`src/rtl/primitive_key_sort_and_hash_top_macros.svh`:
```
// Assertion macros for the primitive key sort and hash RTL.
// Depends on nothing; included by the top level, the only module that asserts.
`ifndef PRIMITIVE_KEY_SORT_AND_HASH_TOP_MACROS_SVH
`define PRIMITIVE_KEY_SORT_AND_HASH_TOP_MACROS_SVH

// Implication checked on every clock edge outside reset.
`define PKSH_ASSERT_IMP(label, ante, cons) \
  label: assert property (@(posedge clk) disable iff (!rst_n) (ante) |-> (cons)) \
    else $error("assertion failed");

// Next-cycle implication checked outside reset.
`define PKSH_ASSERT_NXT(label, ante, cons) \
  label: assert property (@(posedge clk) disable iff (!rst_n) (ante) |=> (cons)) \
    else $error("assertion failed");

`endif

```
`src/rtl/pksh_pkg.sv`:
```
// Package for the primitive key sort and hash block: word types,
// constants and the IEEE ordering helper. Depends on nothing.
`default_nettype none
package pksh_pkg;

  localparam logic [63:0] FNV_BASIS = 64'hcbf29ce484222325;
  localparam logic [63:0] FNV_PRIME = 64'h00000100000001b3;
  localparam logic [3:0]  NCOORD_SEG = 4'd4;
  localparam logic [3:0]  NCOORD_TRI = 4'd9;
  localparam int unsigned NCELLS = 9;

  typedef struct packed {
    logic        func;
    logic [63:0] v0_x;
    logic [63:0] v0_y;
    logic [63:0] v0_z;
    logic [63:0] v1_x;
    logic [63:0] v1_y;
    logic [63:0] v1_z;
    logic [63:0] v2_x;
    logic [63:0] v2_y;
    logic [63:0] v2_z;
  } in_word_t;

  typedef struct packed {
    logic [63:0] key_hash;
    logic [3:0]  coord_count;
    logic [2:0]  sorted_order;
  } out_word_t;

  // Work carried along the hash chain: nine sorted coordinates (unused
  // ones are skipped through the count), the running hash and side data.
  typedef struct packed {
    logic [8:0][63:0] coord;
    logic [3:0]       count;
    logic [2:0]       order;
    logic [63:0]      hash;
  } hash_job_t;

  function automatic logic is_nan(input logic [63:0] a);
    is_nan = (a[62:0] > 63'h7ff0000000000000);
  endfunction

  function automatic logic flt_lt(input logic [63:0] a, input logic [63:0] b);
    logic [63:0] ka;
    logic [63:0] kb;
    ka = a[63] ? ~a : (a | 64'h8000000000000000);
    kb = b[63] ? ~b : (b | 64'h8000000000000000);
    if (is_nan(a) || is_nan(b)) flt_lt = 1'b0;
    else if (a[62:0] == 63'd0 && b[62:0] == 63'd0) flt_lt = 1'b0;
    else flt_lt = (ka < kb);
  endfunction

endpackage
`default_nettype wire

```
`src/rtl/pksh_cell.sv`:
```
// One hash cell: folds one byte into the FNV-1a state per cell stage when
// its coordinate is within the count, registered. Depends on pksh_pkg.
`default_nettype none
module pksh_cell
  import pksh_pkg::*;
#(
  parameter int unsigned IDX = 0
) (
  input  wire logic      clk,
  input  wire logic      rst_n,
  input  wire logic      en,
  input  wire logic      in_vld,
  input  wire hash_job_t in_job,
  output logic           out_vld,
  output hash_job_t      out_job
);

  localparam int unsigned CRD = IDX / 8;
  localparam int unsigned BYT = IDX % 8;

  hash_job_t job_nxt;
  logic [7:0] byte_v;
  logic [63:0] mix;

  // The prime 2^40 + 0x1b3 is sparse, so the product is a short sum of shifts.
  always_comb begin
    job_nxt = in_job;
    byte_v  = in_job.coord[CRD][BYT*8 +: 8];
    mix     = in_job.hash ^ {56'd0, byte_v};
    if (CRD < 32'(in_job.count)) begin
      job_nxt.hash = (mix << 40) + (mix << 8) + (mix << 7) + (mix << 5)
                   + (mix << 4) + (mix << 1) + mix;
    end
  end

  always_ff @(posedge clk) begin
    if (!rst_n) begin
      out_vld <= 1'b0;
    end else if (en) begin
      out_vld <= in_vld;
    end
    if (en) out_job <= job_nxt;
  end

endmodule
`default_nettype wire

```
`config.mk`:
```
export PLATFORM = sky130hd
export DESIGN_NAME = pksh_cell
export DESIGN_NICKNAME = d
export VERILOG_FILES = /design/src/rtl/primitive_key_sort_and_hash_top_macros.svh /design/src/rtl/pksh_pkg.sv /design/src/rtl/pksh_cell.sv
export SDC_FILE = /design/constraint.sdc
export NUM_CORES = 1
export LEC_CHECK = 0
export BUFFER_PORTS_ARGS = -buffer_cell sky130_fd_sc_hd__buf_2
export CORE_AREA = 2 2 503 505
export DETAILED_ROUTE_END_ITERATION = 6
export DIE_AREA = 0 0 505 507
export PLACE_DENSITY = 0.39
export SKIP_CTS_REPAIR_TIMING = 1
export SLEW_MARGIN = 20
export SYNTH_ARGS = -nofsm -noshare
export SYNTH_HDL_FRONTEND = slang
export SYNTH_SLANG_ARGS = --single-unit
```
`constraint.sdc`:
```
create_clock -name clk -period 11.5 [get_ports clk]
set_input_delay 1.725 -clock clk [delete_from_list [all_inputs] [get_ports clk]]
set_output_delay 1.725 -clock clk [all_outputs]
set_load 0.05 [all_outputs]
```
==> metrics.txt <==
leakage power=19.3 nW; Clock Skews=0 ps; Yosys Warn Count=0; commonest non-fill, non-tap cells in the layout=1297 x buf_2, 647 x edfxtp_1, 399 x inv_1; Worst Path Arrival=7430 ps; I/O pin cnt=1299; die area=0.256 mm²; R2R Setup Slk=10910 ps; Tightest Pin Transition=1020 ps; Initial Util=12.3%; Switch Pwr=5.85 mW; largest net degree at the start of global routing=133; Post-synth EDFFs=647; dpl hpwl=208000 µm; Reg2Reg Depth=2; Avg Cell Area, Syn=15.4 µm²; row cnt=184; synthesis-stage register bit count=648; vias in the first global route=23700; Hold Crit Class=flop to flop; crit path kind=input pin to flop; Via density=3.48; top fanout value on the critical path=6; die height=507 µm; Clock Root Buffer=clkbuf_16; CP Launch Type=input pin; critical path startpoint=in_job[74]; # nets final=4382; Post-synth ARST share=0%; Mapped Area=0.0307 mm²; RSZ-0062 raised after global routing=false; DRC violations left=0; hold path depth=2; CTS clk-pin slew, worst paths=70 ps; Worst Path Required=11940 ps; first-pass GRT wire length=290000 µm; Critical Path Sink Type=flop; status=finished, final reports clean; clock share of power=24.1%; post-synth cell types=60; remaining global-route overflow=0; Syn Nets=3004; Synth Flop Type=edfxtp_1; Sw Ratio=46.1%; Global Route Usage Sum=18.0%; final setup violating endpoints=0; CTS tree=built; Seq/Total Area, Yosys=63.3%; via count=23900; Post-Layout Inst Area=0.0448 mm²; GP Congestion=0.914; final hold vios=0; initial antenna violation count=270; power density over cell area=283 mW/mm²; core area=0.250 mm²; combinational power share=50.5%; final clock period utilization by the worst path=60.8%; CTS Buf Count=92; # fillers=27900; RR Startpoint=out_vld; Area growth, synth to finish=45.7%; die width=505 µm; Max-cap violations=0; clock sink count=648; Cells after Synth=1998; share of cells above drive strength 1=42.5%; Max clock buf depth=3; Int Pwr=6.84 mW; H-tree lvl count=3; Inst Count DP=6630; WL per Instance=34.7 µm; VDD IR max=0.130 mV; Seq pwr share=25.4%; max-slew violation count=0; I/O Buffers=1298; commonest non-fill, non-tap cell in the layout=buf_2; later-pin clock latency in the skew report=740 ps; crit path to=out_job[56]; DRT Pass-1 Iters=5; final worst path period need=6990 ps; dpl cell area=0.0415 mm²; drt total wl=238000 µm; Iter 0 DRT Violations=2165; Final ANT Viol Nets=0; Relative slew margins=31.8%; Final Core Density=17.9%; worst r2r dst=out_vld; setup TNS=0 ps; f_max=0.143 GHz; Finished Layout Cells=6852
[power by group through the flow]
stage | combinational (mW) | clock, mW | sequential, mW
after floorplan | 3.16 | 0 | 4.22
after global placement | 6.47 | 0 | 3.27
after detailed placement | 6.45 | 0 | 3.26
after CTS | 6.49 | 3.18 | 3.23
after global routing | 6.97 | 3.25 | 3.25
final | 6.41 | 3.06 | 3.22
[sequential cells by signal, indices dropped and copies added (netlist names)]
name     count
out_vld      1
out_job    647
[Yosys cell counts (all sizes together) (2+ instances only)]
cell | number | area [µm²]
a22oi | 2 | 15.0
fa | 245 | 4900
inv | 399 | 1500
nor2b | 4 | 25.0
a221oi | 3 | 26.3
edfxtp | 647 | 19400
a21oi | 98 | 490
nor3 | 12 | 60.1
and2 | 8 | 50.1
xor2 | 28 | 245
nand2 | 73 | 274
nand3 | 21 | 105
nor2 | 73 | 274
mux2i | 3 | 30.0
nand4 | 15 | 93.8
and3 | 5 | 31.3
xnor2 | 47 | 412
a21o | 45 | 338
a31oi | 8 | 50.1
nor4 | 2 | 18.8
a21boi | 5 | 37.5
o211ai | 5 | 42.5
ha | 110 | 1380
o2111ai | 2 | 17.5
o21ai | 45 | 225
o31ai | 7 | 52.6
o21bai | 7 | 52.6
nand2b | 5 | 31.3
a2111oi | 5 | 83.8
clkbuf | 27 | 101
and4 | 2 | 20.0
a211oi | 12 | 95.1
buf | 6 | 42.5
o21a | 2 | 15.0
or2 | 3 | 18.8
[metal layers]
metal  track usage (%)  wire length (µm)  share of wire, %  vias up
met3              9.83             30900                13      494
li1                  -                 -                 -     9693
met5                 0               485              0.20        -
met2              30.7            115000                48     1430
met4              4.61              8160               3.4       72
met1              19.2             83500                35    12200
[cell type report]
cell class | instances | area [µm²] | share of cell area (%)
clock inverter | 62 | 790 | 1.76
tap | 3348 | 4190 | 9.35
clock buffer | 108 | 2360 | 5.28
sequential | 648 | 19400 | 43.4
multi-input combinational | 918 | 9680 | 21.6
timing repair buffer | 1317 | 6690 | 14.9
antenna | 52 | 130 | 0.291
inverter | 399 | 1500 | 3.34
[kinds of logic (layout without fill, tap and decap cells)]
group	after synthesis	after routing	share of synthesized area [%]
and+or+nand+nor	228	228	3.38
xor gates and xnor gates	75	75	2.14
adders and majority gates	355	355	20.4
DFF	648	648	63.3
other	0	52	0
buffers and inverters	432	1886	5.34
muxes	4	4	0.134
AOI/OAI and AO/OA	256	256	5.31
[through the flow]
stage	setup slack (ps)	power (mW)	hold slack (ps)
6_report	4510	12.7	523
5_1_grt	4090	13.5	561
4_1_cts	4370	12.9	527
3_5_place_dp	3560	9.71	511
3_3_place_gp	3590	9.74	507
2_1_floorplan	4390	7.38	743
[worst min-delay path by stage]
| stage | startpoint | to | slack, ps |
|---|---|---|---|
| floorplan | out_vld | out_vld | 740 |
| global placement | out_vld | out_vld | 510 |
| detailed placement | out_vld | out_vld | 510 |
| CTS | out_vld | out_vld | 530 |
| global route | out_vld | out_vld | 560 |
| finish | out_vld | out_vld | 520 |
[worst max-delay path: stages]
cell and delay, ps:
buf_2 120, xnor2_2 550, inv_1 270, fa_1 610, fa_1 450, fa_1 510, ha_1 310, ha_1 360
a21o_1 180, a21oi_1 170, a21oi_1 140, a2111oi_4 310, buf_4 240, o22a_2 200, o211ai_2 120, a211o_1 340
or2_1 330, a2111oi_1 390, a221oi_1 90
No activity file was read; power rests on OpenSTA's default activity.
