<file path="src/rtl/primitive_key_sort_and_hash_top_macros.svh">
// Assertion macros for the primitive key sort and hash RTL.
// Depends on nothing; included by the top level, the only module that asserts.
`ifndef PRIMITIVE_KEY_SORT_AND_HASH_TOP_MACROS_SVH
`define PRIMITIVE_KEY_SORT_AND_HASH_TOP_MACROS_SVH

// Implication checked on every clock edge outside reset.
`define PKSH_ASSERT_IMP(label, ante, cons) \
  label: assert property (@(posedge clk) disable iff (!rst_n) (ante) |-> (cons)) \
    else $error("assertion failed");

// Next-cycle implication checked outside reset.
`define PKSH_ASSERT_NXT(label, ante, cons) \
  label: assert property (@(posedge clk) disable iff (!rst_n) (ante) |=> (cons)) \
    else $error("assertion failed");

`endif

</file>
<file path="src/rtl/pksh_pkg.sv">
// Package for the primitive key sort and hash block: word types,
// constants and the IEEE ordering helper. Depends on nothing.
`default_nettype none
package pksh_pkg;

  localparam logic [63:0] FNV_BASIS = 64'hcbf29ce484222325;
  localparam logic [63:0] FNV_PRIME = 64'h00000100000001b3;
  localparam logic [3:0]  NCOORD_SEG = 4'd4;
  localparam logic [3:0]  NCOORD_TRI = 4'd9;
  localparam int unsigned NCELLS = 9;

  typedef struct packed {
    logic        func;
    logic [63:0] v0_x;
    logic [63:0] v0_y;
    logic [63:0] v0_z;
    logic [63:0] v1_x;
    logic [63:0] v1_y;
    logic [63:0] v1_z;
    logic [63:0] v2_x;
    logic [63:0] v2_y;
    logic [63:0] v2_z;
  } in_word_t;

  typedef struct packed {
    logic [63:0] key_hash;
    logic [3:0]  coord_count;
    logic [2:0]  sorted_order;
  } out_word_t;

  // Work carried along the hash chain: nine sorted coordinates (unused
  // ones are skipped through the count), the running hash and side data.
  typedef struct packed {
    logic [8:0][63:0] coord;
    logic [3:0]       count;
    logic [2:0]       order;
    logic [63:0]      hash;
  } hash_job_t;

  function automatic logic is_nan(input logic [63:0] a);
    is_nan = (a[62:0] > 63'h7ff0000000000000);
  endfunction

  function automatic logic flt_lt(input logic [63:0] a, input logic [63:0] b);
    logic [63:0] ka;
    logic [63:0] kb;
    ka = a[63] ? ~a : (a | 64'h8000000000000000);
    kb = b[63] ? ~b : (b | 64'h8000000000000000);
    if (is_nan(a) || is_nan(b)) flt_lt = 1'b0;
    else if (a[62:0] == 63'd0 && b[62:0] == 63'd0) flt_lt = 1'b0;
    else flt_lt = (ka < kb);
  endfunction

endpackage
`default_nettype wire

</file>
<file path="src/rtl/pksh_sort.sv">
// Sorting front end: vertex compare network with registered stages.
// Depends on pksh_pkg.
`default_nettype none
module pksh_sort
  import pksh_pkg::*;
(
  input  wire logic      clk,
  input  wire logic      rst_n,
  input  wire logic      en,
  input  wire logic      in_vld,
  input  wire in_word_t  in_word,
  output logic           out_vld,
  output hash_job_t      out_job
);

  typedef logic [2:0][63:0] vtx_t;

  function automatic logic vgt(input vtx_t a, input vtx_t b, input logic is_tri);
    logic r;
    r = 1'b0;
    if (flt_lt(b[0], a[0])) r = 1'b1;
    else if (!flt_lt(a[0], b[0])) begin
      if (flt_lt(b[1], a[1])) r = 1'b1;
      else if (!flt_lt(a[1], b[1]) && is_tri) r = flt_lt(b[2], a[2]);
    end
    vgt = r;
  endfunction

  // Stage 1 compares every ordered pair of the raw input vertices; the swap
  // decisions of the network follow from these compares alone.
  logic        s1_vld_r;
  logic        s1_tri_r;
  vtx_t [2:0]  s1_v_r;
  logic        s1_g01_r, s1_g12_r, s1_g02_r;
  vtx_t        va, vb, vc;

  always_comb begin
    va = {in_word.v0_z, in_word.v0_y, in_word.v0_x};
    vb = {in_word.v1_z, in_word.v1_y, in_word.v1_x};
    vc = {in_word.v2_z, in_word.v2_y, in_word.v2_x};
  end

  always_ff @(posedge clk) begin
    if (!rst_n) begin
      s1_vld_r <= 1'b0;
    end else if (en) begin
      s1_vld_r <= in_vld;
    end
    if (en) begin
      s1_tri_r <= in_word.func;
      s1_v_r   <= {vc, vb, va};
      s1_g01_r <= vgt(va, vb, in_word.func);
      s1_g12_r <= vgt(vb, vc, in_word.func);
      s1_g02_r <= vgt(va, vc, in_word.func);
    end
  end

  // Stage 2: replay the bubble network on indices using the compare bits.
  logic [1:0] p0, p1, p2, t;
  hash_job_t  job;

  // Reverse-order compares: vgt(b,a) is not simply !vgt(a,b) with NaNs or
  // equal keys, so they are computed in stage 1 as well.
  logic s1_g10_r, s1_g21_r, s1_g20_r;
  always_ff @(posedge clk) begin
    if (en) begin
      s1_g10_r <= vgt(vb, va, in_word.func);
      s1_g21_r <= vgt(vc, vb, in_word.func);
      s1_g20_r <= vgt(vc, va, in_word.func);
    end
  end

  function automatic logic gpair(input logic [1:0] i, input logic [1:0] j,
                                 input logic [5:0] g);
    logic r;
    case ({i, j})
      4'b0001: r = g[0];
      4'b0100: r = g[1];
      4'b0110: r = g[2];
      4'b1001: r = g[3];
      4'b0010: r = g[4];
      4'b1000: r = g[5];
      default: r = 1'b0;
    endcase
    gpair = r;
  endfunction

  logic [5:0] gv;
  always_comb begin
    gv = {s1_g20_r, s1_g02_r, s1_g21_r, s1_g12_r, s1_g10_r, s1_g01_r};
    p0 = 2'd0; p1 = 2'd1; p2 = 2'd2;
    if (gpair(p0, p1, gv)) begin t = p0; p0 = p1; p1 = t; end
    else t = p0;
    if (s1_tri_r) begin
      if (gpair(p1, p2, gv)) begin t = p1; p1 = p2; p2 = t; end
      if (gpair(p0, p1, gv)) begin t = p0; p0 = p1; p1 = t; end
    end
    job.coord[0] = s1_v_r[p0][0];
    job.coord[1] = s1_v_r[p0][1];
    if (s1_tri_r) begin
      job.coord[2] = s1_v_r[p0][2];
      job.coord[3] = s1_v_r[p1][0];
      job.coord[4] = s1_v_r[p1][1];
      job.coord[5] = s1_v_r[p1][2];
      job.coord[6] = s1_v_r[p2][0];
      job.coord[7] = s1_v_r[p2][1];
      job.coord[8] = s1_v_r[p2][2];
      job.count    = NCOORD_TRI;
      job.order    = {p0, 1'b0} + {2'b00, (p1 > p2)};
    end else begin
      job.coord[2] = s1_v_r[p1][0];
      job.coord[3] = s1_v_r[p1][1];
      job.coord[4] = 64'd0;
      job.coord[5] = 64'd0;
      job.coord[6] = 64'd0;
      job.coord[7] = 64'd0;
      job.coord[8] = 64'd0;
      job.count    = NCOORD_SEG;
      job.order    = {1'b0, p0};
    end
    job.hash = FNV_BASIS;
  end

  always_ff @(posedge clk) begin
    if (!rst_n) begin
      out_vld <= 1'b0;
    end else if (en) begin
      out_vld <= s1_vld_r;
    end
    if (en) out_job <= job;
  end

endmodule
`default_nettype wire

</file>
<file path="config.mk">
export PLATFORM = sky130hd
export DESIGN_NAME = pksh_sort
export DESIGN_NICKNAME = d
export VERILOG_FILES = /design/src/rtl/primitive_key_sort_and_hash_top_macros.svh /design/src/rtl/pksh_pkg.sv /design/src/rtl/pksh_sort.sv
export SDC_FILE = /design/constraint.sdc
export NUM_CORES = 2
export LEC_CHECK = 0
export ABC_CLOCK_PERIOD_IN_PS = 7200
export BUFFER_PORTS_ARGS = -buffer_cell sky130_fd_sc_hd__clkbuf_2
export CORE_AREA = 2 2 475 477
export CTS_BUF_LIST = sky130_fd_sc_hd__clkbuf_2
export DETAILED_ROUTE_END_ITERATION = 8
export DIE_AREA = 0 0 477 479
export GPL_ROUTABILITY_DRIVEN = 1
export PLACE_DENSITY = 0.61
export SLEW_MARGIN = 25
export SYNTH_ARGS = -nofsm -noshare
export SYNTH_HDL_FRONTEND = slang
export SYNTH_SLANG_ARGS = --single-unit
</file>
<file path="constraint.sdc">
create_clock -name clk -period 7.2 [get_ports clk]
set_clock_uncertainty 0.2 [all_clocks]
set_input_delay 0 -clock clk [delete_from_list [all_inputs] [get_ports clk]]
set_output_delay 0 -clock clk [all_outputs]
set_load 0.01 [all_outputs]
</file>
==> results.md, run 1 <==
- IO Port Bufs: 1163
- Yosys Warn Count: 0
- Total of hold buffers inserted after clock tree synthesis: 2219
- Most frequent cells after synthesis: 1162 x sky130_fd_sc_hd__edfxtp_1, 1126 x sky130_fd_sc_hd__nand2_1, 576 x sky130_fd_sc_hd__ha_1, 467 x sky130_fd_sc_hd__nor2_1, 421 x sky130_fd_sc_hd__xor2_1
- Distinct cells, synth: 70
- H-tree levels: 5
- Area share of the largest cell type after synthesis: 49.7%
- Cell types occupying the most area after synthesis: sky130_fd_sc_hd__edfxtp_1 50%, sky130_fd_sc_hd__ha_1 10%, sky130_fd_sc_hd__nand2_1 6.0%, sky130_fd_sc_hd__xor2_1 5.3%, sky130_fd_sc_hd__a311oi_1 4.0%
- Starting utilization of the core area: 31.4%
- Count of instances resized after the clock tree is built: 0
- Cell Area, Synth: 0.0702 mm^2
- Number of placed instances with taps included: 10.5k
- Root buffer cell: sky130_fd_sc_hd__clkbuf_2
- Post-synthesis instance total: 6611
- Async set-reset flop share out of synthesis: 0%
- Post-CTS Repair Setup Buffers: 0
- Maximum buffer depth of the clock tree: 4
- CTS sink count: 1164
- Final HPWL from detailed placement: 273000 um
- Stage at which the flow ended: clock tree synthesis
- X dimension of the die: 477 um
- First Err: [ERROR RSZ-0060] Max buffer count reached.
- Run status: stopped before the end
- Total cell area at the placement stage: 0.0796 mm^2
- Setup slack at placement: 2070 ps
- Number of synthesized flops with an enable pin: 1162
- Sequential area share after synthesis: 49.8%
- Vertical die dimension: 479 um
- Avg Synthesized Cell Area: 10.6 um^2
- Clock buffer count from CTS: 346
- Ports placed on the boundary: 1229
- Prevailing post-synth register cell: sky130_fd_sc_hd__edfxtp_1
- Placer Congestion: 0.950
- Dominant cell type by area after synthesis: sky130_fd_sc_hd__edfxtp_1
- Placement Rows: 174
- Most common cell in the netlist: sky130_fd_sc_hd__edfxtp_1
- Synthesized flop and latch total: 1164
per-stage QoR:
stage          hold WS [ps]  util, %
3_5_place_dp           32.9     35.6
3_3_place_gp           25.1     35.5
2_1_floorplan          -101        -
cell families after synthesis:
group | after synthesis | synth area share (%)
xor+xnor | 568 | 7.09
compound gates | 1149 | 11.0
fa+ha+maj | 576 | 10.3
flops | 1164 | 49.8
buf+inv | 771 | 4.49
other cells | 2 | 0.0107
mux | 324 | 4.74
simple gates | 2057 | 12.6
==> inputs of run 2 (changes only) <==
--- a/config.mk
+++ b/config.mk
@@ -7,12 +7,11 @@
 export LEC_CHECK = 0
 export ABC_CLOCK_PERIOD_IN_PS = 7200
 export BUFFER_PORTS_ARGS = -buffer_cell sky130_fd_sc_hd__clkbuf_2
-export CORE_AREA = 2 2 475 477
-export CTS_BUF_LIST = sky130_fd_sc_hd__clkbuf_2
+export CORE_MARGIN = 2
+export CORE_UTILIZATION = 30
 export DETAILED_ROUTE_END_ITERATION = 8
-export DIE_AREA = 0 0 477 479
 export GPL_ROUTABILITY_DRIVEN = 1
-export PLACE_DENSITY = 0.61
+export PLACE_DENSITY_LB_ADDON = 0.15
 export SLEW_MARGIN = 25
 export SYNTH_ARGS = -nofsm -noshare
 export SYNTH_HDL_FRONTEND = slang
==> results.md, run 2 <==
- Run status: completed
- Number of iterations in the first detailed-routing pass: 8
- Via count of the first global-routing pass: 62.9k
- Post-synthesis instance total: 6611
- Root buffer cell: sky130_fd_sc_hd__clkbuf_16
- Detailed router's first-iteration violation count: 6311
- Clock buffer count from CTS: 146
- Most used cells in the layout excluding fill and tap cells: 1162 x sky130_fd_sc_hd__edfxtp_1, 1153 x sky130_fd_sc_hd__clkbuf_2, 1149 x sky130_fd_sc_hd__dlygate4sd3_1, 1123 x sky130_fd_sc_hd__nand2_1, 576 x sky130_fd_sc_hd__ha_1
- Avg Synthesized Cell Area: 10.6 um^2
- Worst vdd ir: 166 uV
- CTS sink count: 1164
- Register-to-register setup slack: 3130 ps
- Total cell area at the placement stage: 0.0796 mm^2
- Worst Path Class, Setup: in2reg
- Hold slack: 67.6 ps
- H-tree levels: 4
- Most common cell in the netlist: sky130_fd_sc_hd__edfxtp_1
- Pin count of the biggest net entering global routing: 151
- Dominant cell type by area after synthesis: sky130_fd_sc_hd__edfxtp_1
- Placer Congestion: 0.936
- Die Footprint: 0.238 mm^2
- Reg2reg end: out_job[199]
- Area grow syn2layout: 36.8%
- Max_slew headroom: 14.7%
- Final core utilization: 41.3%
- Placement Rows: 177
- Maximum buffer depth of the clock tree: 3
- Vias: 64.6k
- Vertical die dimension: 488 um
- Reg2reg start: s1_g02_r
- Number of placed instances with taps included: 10.6k
- Data required time of the critical path: 7640 ps
- Number of standard cells in the layout, taps in and fillers out: 12.0k
- Insertion delay to the later sink of the worst-skew pair: 840 ps
- Sink of the worst hold path: s1_tri_r
- Clock transition at the register clock pins on the worst setup and hold paths after CTS: 60 ps
- Worst Max-Slew Pin Slew: 1280 ps
- Synthesized flop and latch total: 1164
- Cell types occupying the most area after synthesis: sky130_fd_sc_hd__edfxtp_1 50%, sky130_fd_sc_hd__ha_1 10%, sky130_fd_sc_hd__nand2_1 6.0%, sky130_fd_sc_hd__xor2_1 5.3%, sky130_fd_sc_hd__a311oi_1 4.0%
- IO Port Bufs: 1163
- Hold violation count in the final report: 0
- DRC violation count after routing: 0
- Count of antenna-violating nets left after detailed routing: 0
- Yosys Warn Count: 0
- Final HPWL from detailed placement: 266000 um
- Count of pins over their slew limit: 0
- Total of hold buffers inserted after clock tree synthesis: 1149
- Class of the tightest hold or removal check: in2reg
- Sequential area share after synthesis: 49.8%
- X dimension of the die: 488 um
- Register ranked first by flip-flop count: out_job
- Number of synthesized flops with an enable pin: 1162
- R2r worst-path depth: 7
- Final Routed Wirelength: 363000 um
- CP endpoint kind: register
- Start point of the worst hold path: in_word[576]
- Distinct cells, synth: 70
- Cell depth of the worst min-delay path: 2
- Flip-flop count of the largest register, all copies and words added: 581
- Power density over the cells: 242 mW/mm^2
- Highest achievable clock rate: 217 MHz
- Power Total: 23.3 mW
- RSZ-0062 raised after global routing: no
- Final-layout setup total negative slack: 0 ps
- Vias per cell: 5.36
- Ports placed on the boundary: 1229
- Async set-reset flop share out of synthesis: 0%
- Number of max-cap violations: 0
- Placeable Area: 0.233 mm^2
- Share of post-route cells with drive strength above 1: 17.9%
- Wire per inst: 30.2 um
- CTS tree: built
- Area share of the largest cell type after synthesis: 49.7%
- Crit path max fanout: 3
- Startpoint class of the critical path: primary input
- Minimum period implied by the final worst setup slack: 4610 ps
- Data arrival time of the critical path: 5050 ps
- Global-route wire length before repair: 492000 um
- Starting utilization of the core area: 30.2%
- Final-layout fill cell count: 22.5k
- Count of instances resized after the clock tree is built: 0
- Setup slack at placement: 2210 ps
- Least setup slack across all paths after layout: 2590 ps
- Biggest regs: out_job x581, s1_v_r x576
- Cell Area, Synth: 0.0702 mm^2
- Most frequent cells after synthesis: 1162 x sky130_fd_sc_hd__edfxtp_1, 1126 x sky130_fd_sc_hd__nand2_1, 576 x sky130_fd_sc_hd__ha_1, 467 x sky130_fd_sc_hd__nor2_1, 421 x sky130_fd_sc_hd__xor2_1
- Total gr overflow: 0
- Cell leakage power: 40.6 nW
- Overall routing resource usage: 29.4%
- Prevailing post-synth register cell: sky130_fd_sc_hd__edfxtp_1
- Antenna violations before repair: 74
- Post-CTS Repair Setup Buffers: 0
- Final standard cell area without fillers: 0.0960 mm^2
- Most common library cell in the layout ignoring fill and taps: sky130_fd_sc_hd__edfxtp_1
- NumNets Final: 9988
- Final-report setup violation count: 0
- Fraction of the cycle the final worst path needs: 64.1%
-- run 2: cell counts after synthesis --
Identical to the previous run, type by type.
-- run 2: per-layer routing --
metal / vias to the layer above / wire [um] / GRT usage (%)
li1: 28600 / - / -
met1: 32000 / 153000 / 38.9
met2: 3382 / 163000 / 46.3
met3: 596 / 27800 / 5.20
met4: 16 / 19700 / 14.5
met5: - / 96 / 0
-- run 2: layout make-up --
| cell class | count | area (um^2) | share of cell area, % |
|---|---|---|---|
| Antenna cell | 50 | 125 | 0.130 |
| Clock buffer | 182 | 3810 | 3.97 |
| Clock inverter | 84 | 876 | 0.912 |
| Inverter | 344 | 1310 | 1.36 |
| Multi-Input combinational cell | 4739 | 32600 | 33.9 |
| Sequential cell | 1164 | 34900 | 36.4 |
| Tap cell | 3043 | 3810 | 3.97 |
| Timing Repair Buffer | 2436 | 18500 | 19.3 |
-- run 2: where the power goes --
group / internal [mW] / switching, mW / leakage [nW]
clock: 4.10 / 3.25 / 2.26
combinational: 2.45 / 4.55 / 26.8
sequential: 8.40 / 0.514 / 11.6
total: 14.9 / 8.31 / 40.6
-- run 2: worst max-delay path, cell delays in order --
cell	delay [ps]
sky130_fd_sc_hd__dlygate4sd3_1	530
sky130_fd_sc_hd__clkbuf_2	170
sky130_fd_sc_hd__nor4_2	730
sky130_fd_sc_hd__nand4_1	480
sky130_fd_sc_hd__nor4_2	860
sky130_fd_sc_hd__nand4_1	320
sky130_fd_sc_hd__o211ai_1	580
sky130_fd_sc_hd__a31oi_1	340
sky130_fd_sc_hd__nor4_2	800
sky130_fd_sc_hd__a2bb2oi_1	210
-- run 2: cell families (layout without fill, tap and decap cells) --
| kind of cell | Yosys count | count (layout) | share of synthesized area, % |
|---|---|---|---|
| flops | 1164 | 1164 | 49.8 |
| simple gates | 2057 | 2057 | 12.6 |
| other cells | 2 | 115 | 0.0107 |
| fa+ha+maj | 576 | 576 | 10.3 |
| buf+inv | 771 | 3046 | 4.49 |
| mux | 324 | 324 | 4.74 |
| compound gates | 1149 | 1149 | 11.0 |
| xor+xnor | 568 | 568 | 7.09 |
-- run 2: worst max-delay path by stage --
| stage | endpoint | depth (start not counted) | slack [ps] | from |
|---|---|---|---|---|
| floorplan | s1_g02_r | 12 | 3450 | in_word[511] |
| global placement | s1_g10_r | 9 | 1510 | in_word[298] |
| detailed placement | s1_g10_r | 9 | 2210 | in_word[298] |
| CTS | s1_g10_r | 10 | 2520 | in_word[298] |
| global route | s1_g10_r | 14 | 2510 | in_word[511] |
| finish | s1_g10_r | 10 | 2590 | in_word[490] |
Note: power is estimated with default switching activity, not from simulation.
